==> config.mk <==
export PLATFORM = sky130hd
export DESIGN_NAME = round_robin_voice_allocator_top
export DESIGN_NICKNAME = d
export VERILOG_FILES = /design/src/design/rrva_pkg.sv /design/src/design/rrva_front.sv /design/src/design/rrva_queue.sv /design/src/design/rrva_back.sv /design/src/design/round_robin_voice_allocator_top.sv
export SDC_FILE = /design/constraint.sdc
export NUM_CORES = 1
export LEC_CHECK = 0
export BUFFER_PORTS_ARGS = -buffer_cell sky130_fd_sc_hd__buf_2
export CORE_ASPECT_RATIO = 0.5
export CORE_UTILIZATION = 23
export CTS_CLUSTER_SIZE = 30
export DETAILED_ROUTE_END_ITERATION = 8
export PLACE_DENSITY = 0.36
export SETUP_SLACK_MARGIN = 0.02
export SYNTH_ARGS = -nofsm -noshare
export SYNTH_HDL_FRONTEND = slang
export SYNTH_SLANG_ARGS = --single-unit
==> constraint.sdc <==
create_clock -name clk_i -period 7 [get_ports clk_i]
set_clock_uncertainty 0.2 [all_clocks]
set_input_delay 1.05 -clock clk_i [delete_from_list [all_inputs] [get_ports clk_i]]
set_output_delay 1.05 -clock clk_i [all_outputs]
set_load 0.01 [all_outputs]
==> src/design/rrva_pkg.sv <==
// ----------------------------------------------------------------------------
// rrva_pkg: shared types and constants of the voice allocator
// Event and result beat types, queue entry, opcodes and the top-octave ROM.
// ----------------------------------------------------------------------------
package rrva_pkg;

  // event opcodes
  localparam logic OP_NOTE_ON  = 1'b0;
  localparam logic OP_NOTE_OFF = 1'b1;

  // result actions
  localparam logic ACT_START   = 1'b0;
  localparam logic ACT_RELEASE = 1'b1;

  // most release beats reported per note-off
  localparam int MAX_REL = 16;

  // command queue depth (power of two, pointers wrap naturally)
  localparam int QDEPTH = 2;
  localparam int QAW    = $clog2(QDEPTH);

  typedef struct packed {
    logic       operation;
    logic [6:0] note;
    logic [7:0] velocity;
  } in_t;

  typedef struct packed {
    logic        action;
    logic [3:0]  voice;
    logic [20:0] frequency_centihz;
    logic [7:0]  volume;
    logic        last;
  } out_t;

  // classified command handed from front to back
  typedef struct packed {
    logic        op;
    logic [6:0]  note;
    logic [15:0] vol_prod;   // loudness times volume scale, before /255
  } cmd_t;

  // queue status seen by both sides
  typedef struct packed {
    logic full;
    logic empty;
  } q_status_t;

  // frequencies of notes 116..127 in centihertz; lower octaves shift right
  function automatic logic [20:0] top_octave(input logic [3:0] slot);
    logic [20:0] f;
    case (slot)
      4'd0:    f = 21'd664487;
      4'd1:    f = 21'd704000;
      4'd2:    f = 21'd745862;
      4'd3:    f = 21'd790213;
      4'd4:    f = 21'd837201;
      4'd5:    f = 21'd886984;
      4'd6:    f = 21'd939727;
      4'd7:    f = 21'd995606;
      4'd8:    f = 21'd1054808;
      4'd9:    f = 21'd1117530;
      4'd10:   f = 21'd1183982;
      4'd11:   f = 21'd1254385;
      default: f = 21'd0;
    endcase
    return f;
  endfunction

endpackage

==> src/design/rrva_front.sv <==
// ----------------------------------------------------------------------------
// rrva_front: event intake
// Registers input beats, holds the volume scale and forms the loudness
// product, then pushes a command into the queue.
// ----------------------------------------------------------------------------
module rrva_front import rrva_pkg::*; (
  input  logic        clk_i,
  input  logic        rst_ni,
  input  logic        in_valid_i,
  output logic        in_stall_o,
  input  in_t         in_data_i,
  input  logic        cfg_valid_i,
  output logic        cfg_ready_o,
  input  logic [7:0]  cfg_data_i,
  input  q_status_t   q_st_i,
  output logic        push_o,
  output cmd_t        cmd_o
);

  logic       in_valid_q, in_valid_d;
  in_t        in_q;
  logic [7:0] scale_q;
  logic [7:0] loud;
  logic       accept;

  // volume scale register, always writable
  assign cfg_ready_o = 1'b1;

  always_ff @(posedge clk_i or negedge rst_ni) begin
    if (!rst_ni) begin
      scale_q <= 8'd255;
    end else if (cfg_valid_i) begin
      scale_q <= cfg_data_i;
    end
  end

  // input register, freed when its command enters the queue
  assign push_o     = in_valid_q && !q_st_i.full;
  assign in_stall_o = in_valid_q && q_st_i.full;
  assign accept     = in_valid_i && !in_stall_o;

  always_comb begin
    in_valid_d = in_valid_q;
    if (accept) begin
      in_valid_d = 1'b1;
    end else if (push_o) begin
      in_valid_d = 1'b0;
    end
  end

  always_ff @(posedge clk_i or negedge rst_ni) begin
    if (!rst_ni) begin
      in_valid_q <= 1'b0;
    end else begin
      in_valid_q <= in_valid_d;
    end
  end

  always_ff @(posedge clk_i) begin
    if (accept) begin
      in_q <= in_data_i;
    end
  end

  // loudness: full above 127, else twice the velocity
  assign loud = in_q.velocity[7] ? 8'd255 : {in_q.velocity[6:0], 1'b0};

  assign cmd_o.op       = in_q.operation;
  assign cmd_o.note     = in_q.note;
  assign cmd_o.vol_prod = 16'(loud) * 16'(scale_q);

endmodule

==> src/design/rrva_queue.sv <==
// ----------------------------------------------------------------------------
// rrva_queue: command queue
// Small FIFO that decouples event intake from voice handling.
// ----------------------------------------------------------------------------
module rrva_queue import rrva_pkg::*; (
  input  logic      clk_i,
  input  logic      rst_ni,
  input  logic      push_i,
  input  cmd_t      cmd_i,
  input  logic      pop_i,
  output cmd_t      cmd_o,
  output q_status_t q_st_o
);

  cmd_t           mem_q [QDEPTH];
  logic [QAW-1:0] wr_ptr_q, rd_ptr_q;
  logic [QAW:0]   cnt_q;

  assign q_st_o.full  = (cnt_q == (QAW+1)'(QDEPTH));
  assign q_st_o.empty = (cnt_q == '0);
  assign cmd_o        = mem_q[rd_ptr_q];

  // storage
  always_ff @(posedge clk_i) begin
    if (push_i) begin
      mem_q[wr_ptr_q] <= cmd_i;
    end
  end

  // pointers and fill count
  always_ff @(posedge clk_i or negedge rst_ni) begin
    if (!rst_ni) begin
      wr_ptr_q <= '0;
      rd_ptr_q <= '0;
      cnt_q    <= '0;
    end else begin
      if (push_i) wr_ptr_q <= wr_ptr_q + 1'b1;
      if (pop_i)  rd_ptr_q <= rd_ptr_q + 1'b1;
      if (push_i && !pop_i) begin
        cnt_q <= cnt_q + 1'b1;
      end else if (pop_i && !push_i) begin
        cnt_q <= cnt_q - 1'b1;
      end
    end
  end

  a_no_overflow: assert property (@(posedge clk_i) disable iff (!rst_ni)
    !(push_i && q_st_o.full)) else $error("queue push while full");

  a_no_underflow: assert property (@(posedge clk_i) disable iff (!rst_ni)
    !(pop_i && q_st_o.empty)) else $error("queue pop while empty");

endmodule

==> src/design/rrva_back.sv <==
// ----------------------------------------------------------------------------
// rrva_back: voice table and result sequencer
// Allocates voices round robin on note-on, finds and releases matching
// voices on note-off, and drives the registered result channel.
// ----------------------------------------------------------------------------
module rrva_back import rrva_pkg::*; #(
  parameter int VOICES = 16
) (
  input  logic      clk_i,
  input  logic      rst_ni,
  input  cmd_t      cmd_i,
  input  q_status_t q_st_i,
  output logic      pop_o,
  output logic      out_valid_o,
  input  logic      out_stall_i,
  output out_t      out_data_o
);

  localparam int VW = (VOICES > 1) ? $clog2(VOICES) : 1;

  localparam logic ST_IDLE = 1'b0;
  localparam logic ST_REL  = 1'b1;

  logic              state_q, state_d;
  logic [VW-1:0]     ptr_q;
  logic [VOICES-1:0] vvalid_q;
  logic [6:0]        vnote_q [VOICES];
  logic [VOICES-1:0] mask_q, mask_d;
  logic [VOICES-1:0] match;
  logic [VOICES-1:0] pick;
  logic [VW-1:0]     pick_idx;
  logic [3:0]        cnt_q, cnt_d;
  logic              rel_last;
  logic              out_valid_q, out_valid_d;
  out_t              out_q, out_d;
  logic              can_load;
  logic              take_on, take_off, emit_rel;

  // note to frequency: octave and slot of note+4 by reciprocal multiply
  logic [7:0]  nplus;
  logic [15:0] oct_prod;
  logic [3:0]  octave;
  logic [3:0]  slot;
  logic [20:0] freq;
  logic [7:0]  vol;

  assign nplus    = 8'(cmd_i.note) + 8'd4;
  assign oct_prod = 16'(nplus) * 16'd171;
  assign octave   = oct_prod[14:11];
  assign slot     = 4'(nplus - 8'(8'(octave) * 8'd12));
  assign freq     = top_octave(slot) >> (4'd10 - octave);

  // divide by 255: exact for 16-bit products
  assign vol = 8'((17'(cmd_i.vol_prod) + 17'd1 + 17'(cmd_i.vol_prod[15:8])) >> 8);

  // voices holding the note being released
  always_comb begin
    for (int i = 0; i < VOICES; i++) begin
      match[i] = vvalid_q[i] && (vnote_q[i] == cmd_i.note);
    end
  end

  // lowest pending release
  always_comb begin
    pick_idx = '0;
    for (int i = VOICES - 1; i >= 0; i--) begin
      if (mask_q[i]) pick_idx = VW'(i);
    end
    pick = '0;
    pick[pick_idx] = mask_q[pick_idx];
  end

  assign rel_last = ((mask_q & ~pick) == '0) || (cnt_q == 4'(MAX_REL - 1));

  assign can_load = !out_valid_q || !out_stall_i;
  assign take_on  = (state_q == ST_IDLE) && !q_st_i.empty &&
                    (cmd_i.op == OP_NOTE_ON) && can_load;
  assign take_off = (state_q == ST_IDLE) && !q_st_i.empty &&
                    (cmd_i.op == OP_NOTE_OFF);
  assign emit_rel = (state_q == ST_REL) && can_load;
  assign pop_o    = take_on || take_off;

  // sequencer and output register next values
  always_comb begin
    state_d     = state_q;
    mask_d      = mask_q;
    cnt_d       = cnt_q;
    out_d       = out_q;
    out_valid_d = out_valid_q && out_stall_i;
    if (take_on) begin
      out_valid_d             = 1'b1;
      out_d.action            = ACT_START;
      out_d.voice             = 4'(ptr_q);
      out_d.frequency_centihz = freq;
      out_d.volume            = vol;
      out_d.last              = 1'b1;
    end else if (take_off) begin
      mask_d = match;
      cnt_d  = '0;
      if (match != '0) state_d = ST_REL;
    end else if (emit_rel) begin
      out_valid_d             = 1'b1;
      out_d.action            = ACT_RELEASE;
      out_d.voice             = 4'(pick_idx);
      out_d.frequency_centihz = '0;
      out_d.volume            = '0;
      out_d.last              = rel_last;
      cnt_d                   = cnt_q + 4'd1;
      if (rel_last) begin
        mask_d  = '0;
        state_d = ST_IDLE;
      end else begin
        mask_d = mask_q & ~pick;
      end
    end
  end

  // control registers
  always_ff @(posedge clk_i or negedge rst_ni) begin
    if (!rst_ni) begin
      state_q     <= ST_IDLE;
      ptr_q       <= '0;
      vvalid_q    <= '0;
      mask_q      <= '0;
      cnt_q       <= '0;
      out_valid_q <= 1'b0;
    end else begin
      state_q     <= state_d;
      mask_q      <= mask_d;
      cnt_q       <= cnt_d;
      out_valid_q <= out_valid_d;
      if (take_on) begin
        vvalid_q[ptr_q] <= 1'b1;
        ptr_q <= (ptr_q == VW'(VOICES - 1)) ? '0 : ptr_q + 1'b1;
      end else if (take_off) begin
        vvalid_q <= vvalid_q & ~match;
      end
    end
  end

  // payload registers
  always_ff @(posedge clk_i) begin
    out_q <= out_d;
    if (take_on) begin
      vnote_q[ptr_q] <= cmd_i.note;
    end
  end

  assign out_valid_o = out_valid_q;
  assign out_data_o  = out_q;

  a_rel_pending: assert property (@(posedge clk_i) disable iff (!rst_ni)
    (state_q == ST_REL) |-> (mask_q != '0)) else $error("release state with no match");

  a_rel_cleared: assert property (@(posedge clk_i) disable iff (!rst_ni)
    (state_q == ST_REL) |-> ((mask_q & vvalid_q) == '0))
    else $error("pending release on a live voice");

  a_no_pop_busy: assert property (@(posedge clk_i) disable iff (!rst_ni)
    (state_q == ST_REL) |-> !pop_o) else $error("queue pop during release burst");

endmodule

==> src/design/round_robin_voice_allocator_top.sv <==
// ----------------------------------------------------------------------------
// round_robin_voice_allocator_top: polyphonic voice allocator
// Input channel takes note-on/note-off beats; output channel gives start
// and release beats. A config write channel loads the volume scale.
//
// Input beats are taken when in_valid_i is high and in_stall_o low. An
// accepted beat sits in the intake register, moves into a two-entry
// command queue, and is handled by the voice sequencer one command at a
// time. A note-on's start beat passes the intake register, the queue and
// the output register; note-ons sustain one per cycle while out_stall_i
// is low. A note-off first compares all voices, then gives one release
// beat per matching voice per cycle while out_stall_i is low (at most
// 16); a note-off with no match gives no beat. Results sit in an output
// register; while out_stall_i is high a pending result holds, the
// sequencer gives no new beat, and intake keeps taking beats until the
// queue fills. cfg_ready_o is always high. Reset empties every voice,
// sets the round-robin pointer to voice 0 and the volume scale to 255.
// ----------------------------------------------------------------------------
module round_robin_voice_allocator_top import rrva_pkg::*; #(
  parameter int VOICES = 16
) (
  input  logic       clk_i,
  input  logic       rst_ni,
  input  logic       in_valid_i,
  output logic       in_stall_o,
  input  in_t        in_data_i,
  output logic       out_valid_o,
  input  logic       out_stall_i,
  output out_t       out_data_o,
  input  logic       cfg_valid_i,
  output logic       cfg_ready_o,
  input  logic [7:0] cfg_data_i
);

  q_status_t q_st;
  cmd_t      push_cmd, pop_cmd;
  logic      push, pop;

  // intake and classification
  rrva_front u_front (
    .clk_i       (clk_i),
    .rst_ni      (rst_ni),
    .in_valid_i  (in_valid_i),
    .in_stall_o  (in_stall_o),
    .in_data_i   (in_data_i),
    .cfg_valid_i (cfg_valid_i),
    .cfg_ready_o (cfg_ready_o),
    .cfg_data_i  (cfg_data_i),
    .q_st_i      (q_st),
    .push_o      (push),
    .cmd_o       (push_cmd)
  );

  // command queue
  rrva_queue u_queue (
    .clk_i  (clk_i),
    .rst_ni (rst_ni),
    .push_i (push),
    .cmd_i  (push_cmd),
    .pop_i  (pop),
    .cmd_o  (pop_cmd),
    .q_st_o (q_st)
  );

  // voice table and result sequencer
  rrva_back #(
    .VOICES (VOICES)
  ) u_back (
    .clk_i       (clk_i),
    .rst_ni      (rst_ni),
    .cmd_i       (pop_cmd),
    .q_st_i      (q_st),
    .pop_o       (pop),
    .out_valid_o (out_valid_o),
    .out_stall_i (out_stall_i),
    .out_data_o  (out_data_o)
  );

endmodule
### Word level (Yosys, flattened, before mapping)

Memories as Yosys holds them, arrays and structs flattened.
Index checks and enable logic that the tools add are counted.
Widths: inputs -> output; s select.

* add/sub/neg operators: 11
* $mul: 3
* $lt $le $gt $ge: 4
* equal/unequal tests: 21
* shift-type cells: 1
* mux-type cells: 49
* bitwise gates (word level): 10
* reductions and logical operators: 52

Operators by type and width (number)
* $eq 7x7->1: 16
* $mux 34: 3
* $mux 16: 5
* $mux 4: 19
* $and 16x16->16: 3
* $not 16->16: 2
* $logic_and 1x1->1: 29
* $shr 21x4->21: 1
* $add 16x1->16 const B: 1
* $add 16x8->16: 1
* $logic_not 16->1: 1
* $mul 8x8->16: 1
* $mux 1: 16
* $or 16x16->16: 1
* $reduce_bool 16->1: 1
* $mul 8x8->15 const B: 1
* $reduce_bool 2->1: 6
* $lt 4x5->1 const B: 2
* $add 4x1->4 const B: 2
* $add 7x3->8 const B: 1
* $demux 1 s4: 2
* $eq 4x4->1 const B: 2
* $ge 4x1->1 const B: 2
* $mux 8: 1
* other kinds (17): 32

* bits in registers: 106
* bits in writable memories: 160
* memory bits (read-only): 336
* input port bits: 29
* output and inout port bits: 38
* word-level logic and storage cells: 173
* memories: 3

Memory list
* (no name shown): depth 16, width 21, rd ports 1, clocked after Yosys merged registers in 0, write ports 0, RTL line rrva_pkg.sv:52 `case (slot)`
* u_back.vnote_q: depth 16, width 7, rd ports 16, clocked after Yosys merged registers in 0, write ports 1, RTL line rrva_back.sv:27 `logic [6:0] vnote_q [VOICES];`
* u_queue.mem_q: depth 2, width 24, rd ports 1, clocked after Yosys merged registers in 0, write ports 1, RTL line rrva_queue.sv:15 `cmd_t mem_q [QDEPTH];`

### Depth between registers and ports, before layout

* depth after elaboration: 28
* mapped depth: 32
* gate-level depth less buffers: 27

### By module

Synthesis repeated with hierarchy kept, for this count alone.

* cells, all modules: 1399
* area total of the unflattened synthesis: 16265.6 µm²

Modules (own cells, without submodules)
* rrva_back: instances 1, cells an instance 1009, area an instance 11200.7 µm², sequential area each 5445.2 µm²
* rrva_front: instances 1, cells an instance 299, area an instance 3044.2 µm², sequential area each 715.7 µm²
* rrva_queue: instances 1, cells an instance 91, area an instance 2020.7 µm², sequential area each 1541.5 µm²

### Least setup slack after synthesis

OpenSTA, ideal clock, no wires.

* kind: register to register
* start point: register u_queue.rd_ptr_q
* end point: register u_back.out_q (netlist bit u_back.out_data_o[14]) (data pin)
* setup time: 0.271 ns
* arrival: 7.167 ns
* required time: 6.529 ns
* path slack: -0.639 ns
* stages on the path, launching flop included: 31
* path buffers: 5
* period minus slack after synthesis: 7.639 ns
* cell sequence: dfrtp_1 buf_2 mux2i_1 buf_2 buf_2 inv_1 ha_1 inv_1 ha_1 fa_1 fa_1 inv_1 fa_1 inv_1 ha_1 a211oi_1 nand2_1 o311a_1 nand2_1 inv_2 ha_1 xnor3_1 clkbuf_1 clkbuf_1 o21ai_0 a21boi_0 mux2i_1 mux2i_1 nor2_1 a211oi_1 a211oi_1

RTL lines
* start, declared: RTL line rrva_queue.sv:16 `logic [QAW-1:0] wr_ptr_q, rd_ptr_q;`
* start signal, assigned: RTL line rrva_queue.sv:38 `if (pop_i) rd_ptr_q <= rd_ptr_q + 1'b1;`
* end signal, assigned: RTL line rrva_back.sv:143 `out_q <= out_d;`
* end, declared: RTL line rrva_back.sv:35 `out_t out_q, out_d;`

==> impl_metrics.yaml <==
status:
  outcome: "finished, final reports clean"
synth:
  syn-num-nets: 1533
  avgSynthCellArea_um2: 11.6
  synthesis.area_um2: 15700
  synth_seq_cells: 266
  ys_seq_area_share_pct: 48.9
  synth_area_leaders: "edfxtp_1 40%, ha_1 8.0%, dfrtp_1 7.5%, fa_1 6.0%, xnor2_1 5.6%"
  synth_ff_type: "edfxtp_1"
  synthArstFlopShare_pct: 20.7
  synth_top_area_share_pct: 39.9
  synth_area_leader_cell: "edfxtp_1"
  synthCells: 1356
  synth_edf_count: 209
  ys_types: 72
  yosysWarnings: 0
placement:
  port_buffers: 65
  place_inst: 2313
  place_hpwl_um: 30600
  gp_congestion: 0.789
drt:
  drt_first_iter_violations: 580
  detail-route-antenna-nets: 0
  wirelength_um: 42800
  drt_first_pass_iters: 5
  routed-via-count: 10500
  via_per_inst: 4.41
  drc_errors: 0
  wire_per_inst_um: 18.0
global_routing:
  grtUsageTotal_pct: 12.2
  grt_pass1_vias: 10800
  grt_pass1_wl_um: 66000
  antenna_found_initial: 0
  grt_max_degree: 56
  grt_overflow: 0
timing:
  rsz0062_at_grt: "yes"
  setup_violations: 0
  fin_hold_ws_ns: 0.231
  setup_tns_ns: 0
  fmax_mhz: 147
  relSlewSlack_pct: 19.8
  finalHoldViolations: 0
  min_period_ns: 6.82
  worst_pin_slew_ns: 1.20
  slew_violations: 0
  timing.final.crit_share_pct: 97.4
setup_path:
  slowest_delay_ns: 0.54
  cp_slowest_cell: "xnor3_2"
  cp_data_arrival_time_ns: 7.07
  cp-start-kind: "register"
  crit_type: "register to register"
  cp_max_fo: 7
  crit_top_cell: "ha_4"
  crit_required_ns: 7.26
  setup.worst_path.end_class: "register"
  rrSetupSlack_ns: 0.18
cells_and_area:
  area_delta_synth_final_pct: 19.7
  nNetsFinal: 1637
  stdcell_count: 2380
  fin_util_pct: 28.0
  antenna_cells: 0
  fillers: 6939
  drive_gt1_share_pct: 19.5
cts:
  path_clk_slew_ns: 0.06
  clk_path_buf_depth: 3
  tritoncts: "built"
  clock_latency_ns: 0.60
  cts_sinks: 266
  cts_inserted_buffers: 30
  cts_hold_buf: 0
  cts_htree_levels: 1
  clockRootBuffer: "clkbuf_16"
floorplan:
  initial_core_util_pct: 23.4
  row_count: 67
  die_area_um2: 69600
  die_y_um: 187
  num_io_pins: 67
  coreArea_um2: 67300
  chipWidth_um: 372
run:
  cap_violations: 0
worst_hold_path:
  worstHoldPathType: "register to register"
[state kept, by name, summed over array words and instances, names as in the netlist, 2 cells and up]
| signal | count |
|---|---|
| u_back.ptr_q | 4 |
| u_back.vvalid_q | 16 |
| u_back.cnt_q | 4 |
| u_front.scale_q | 8 |
| u_back.vnote_q | 112 |
| u_back.out_data_o | 35 |
| u_front.cmd_o | 8 |
| u_front.in_q | 8 |
| u_back.mask_q | 16 |
| u_queue.mem_q | 48 |
| u_queue.cnt_q | 2 |
[Yosys cell counts, types with 7 or more instances]
master and count:
o21ai_0 56, and3_1 11, fa_1 47, nand2_1 84, dfstp_2 8, nand4_1 19, clkbuf_1 30, nor2b_1 30
edfxtp_1 209, nor2_1 87, nand3_1 17, nand2b_1 8, nor4_1 20, ha_1 101, dfrtp_1 47, a21o_1 8
inv_1 108, o21a_1 8, buf_2 17, a22oi_1 11, and2_1 34, a32oi_1 8, nor3_1 23, mux2_2 27
a2bb2oi_1 8, o31ai_1 7, mux2i_1 34, a211oi_1 11, xnor2_1 101, xor2_1 50, o211ai_1 11, a21oi_1 39
[worst max-delay path, delay by kind of cell (launching register included)]
kind | cells | cell delay [ns]
xor gates and xnor gates | 2 | 0.71
muxes | 3 | 0.83
and+or+nand+nor | 2 | 0.22
DFF | 1 | 0.41
AOI/OAI and AO/OA | 6 | 0.89
buffers and inverters | 8 | 0.94
adders and majority gates | 7 | 2.45
[metal layers]
| metal | GRT usage [%] | wire [um] |
|---|---|---|
| met5 | 0 | 0 |
| met4 | 2.21 | 698 |
| met3 | 1.71 | 1320 |
| met2 | 18.9 | 18700 |
| met1 | 18.1 | 22000 |
[layout by cell type, fill, tap and decap left out, types with 8 or more instances in the layout]
cell type / n
a21o_1: 8
a21oi_1: 33
a22oi_1: 8
a2bb2oi_1: 8
a32oi_1: 8
and2_1: 34
and3_1: 9
buf_2: 65
buf_4: 53
clkbuf_16: 32
clkinv_2: 9
dfrtp_1: 46
dfstp_2: 8
edfxtp_1: 209
fa_1: 46
ha_1: 93
inv_1: 101
mux2_2: 25
mux2i_1: 23
nand2_1: 82
nand2b_1: 8
nand3_1: 16
nand4_1: 19
nor2_1: 84
nor2b_1: 29
nor3_1: 19
nor4_1: 20
o211ai_1: 11
o21a_1: 8
o21ai_0: 47
o21ai_1: 8
xnor2_1: 98
xor2_1: 49
[logic make-up after synthesis]
kind of cell | share of synthesized area, %
xor gates and xnor gates | 8.54
adders and majority gates | 14.0
buffers and inverters | 4.12
and+or+nand+nor | 11.0
AOI/OAI and AO/OA | 9.26
DFF | 48.9
other | 0.0238
muxes | 4.18
[path summary, 6_finish.rpt]
| check | from | to | cells past startpoint |
|---|---|---|---|
| max | u_queue.rd_ptr_q | u_back.out_data_o[13] | 28 |
| min | u_front.cmd_o[23] | u_queue.mem_q[0][23] | 0 |
| max reg2reg | u_queue.rd_ptr_q | u_back.out_data_o[13] | 28 |
| min reg2reg | u_front.cmd_o[23] | u_queue.mem_q[0][23] | 0 |
| max in group asynchronous | rst_ni | u_queue.rd_ptr_q | 2 |
| min in group asynchronous | rst_ni | u_back.ptr_q[0] | 2 |
[through the flow]
step / area, um^2 / setup slack, ns
finish: 18800 / 0.182
global route: 18800 / -0.0448
CTS: 18400 / 0.0289
detailed placement: 17400 / -0.0633
global placement: 17400 / -0.0151
floorplan: 15800 / 0.110
[area by class of cell]
type / count / area [um^2] / share of cell area (%)
well taps: 897 / 1120 / 5.96
repair buffers: 125 / 845 / 4.48
multi-input cells: 928 / 7790 / 41.4
inverters: 109 / 420 / 2.23
clock inverters: 22 / 199 / 1.06
clock buffers: 33 / 762 / 4.04
flip-flops and latches: 266 / 7700 / 40.9
[what timing repair did]
action / 4_1_cts / 5_1_grt
pin swaps: 0 / 27
endpoints found under the hold margin: 0 / 0
resized for setup: 6 / 76
setup endpoints to repair: 15 / 18
setup buffers: 2 / 8
gates cloned: 0 / 2
Power is not shown: default switching activity piles up to over one toggle a cycle in this logic, so the estimate is an artifact.
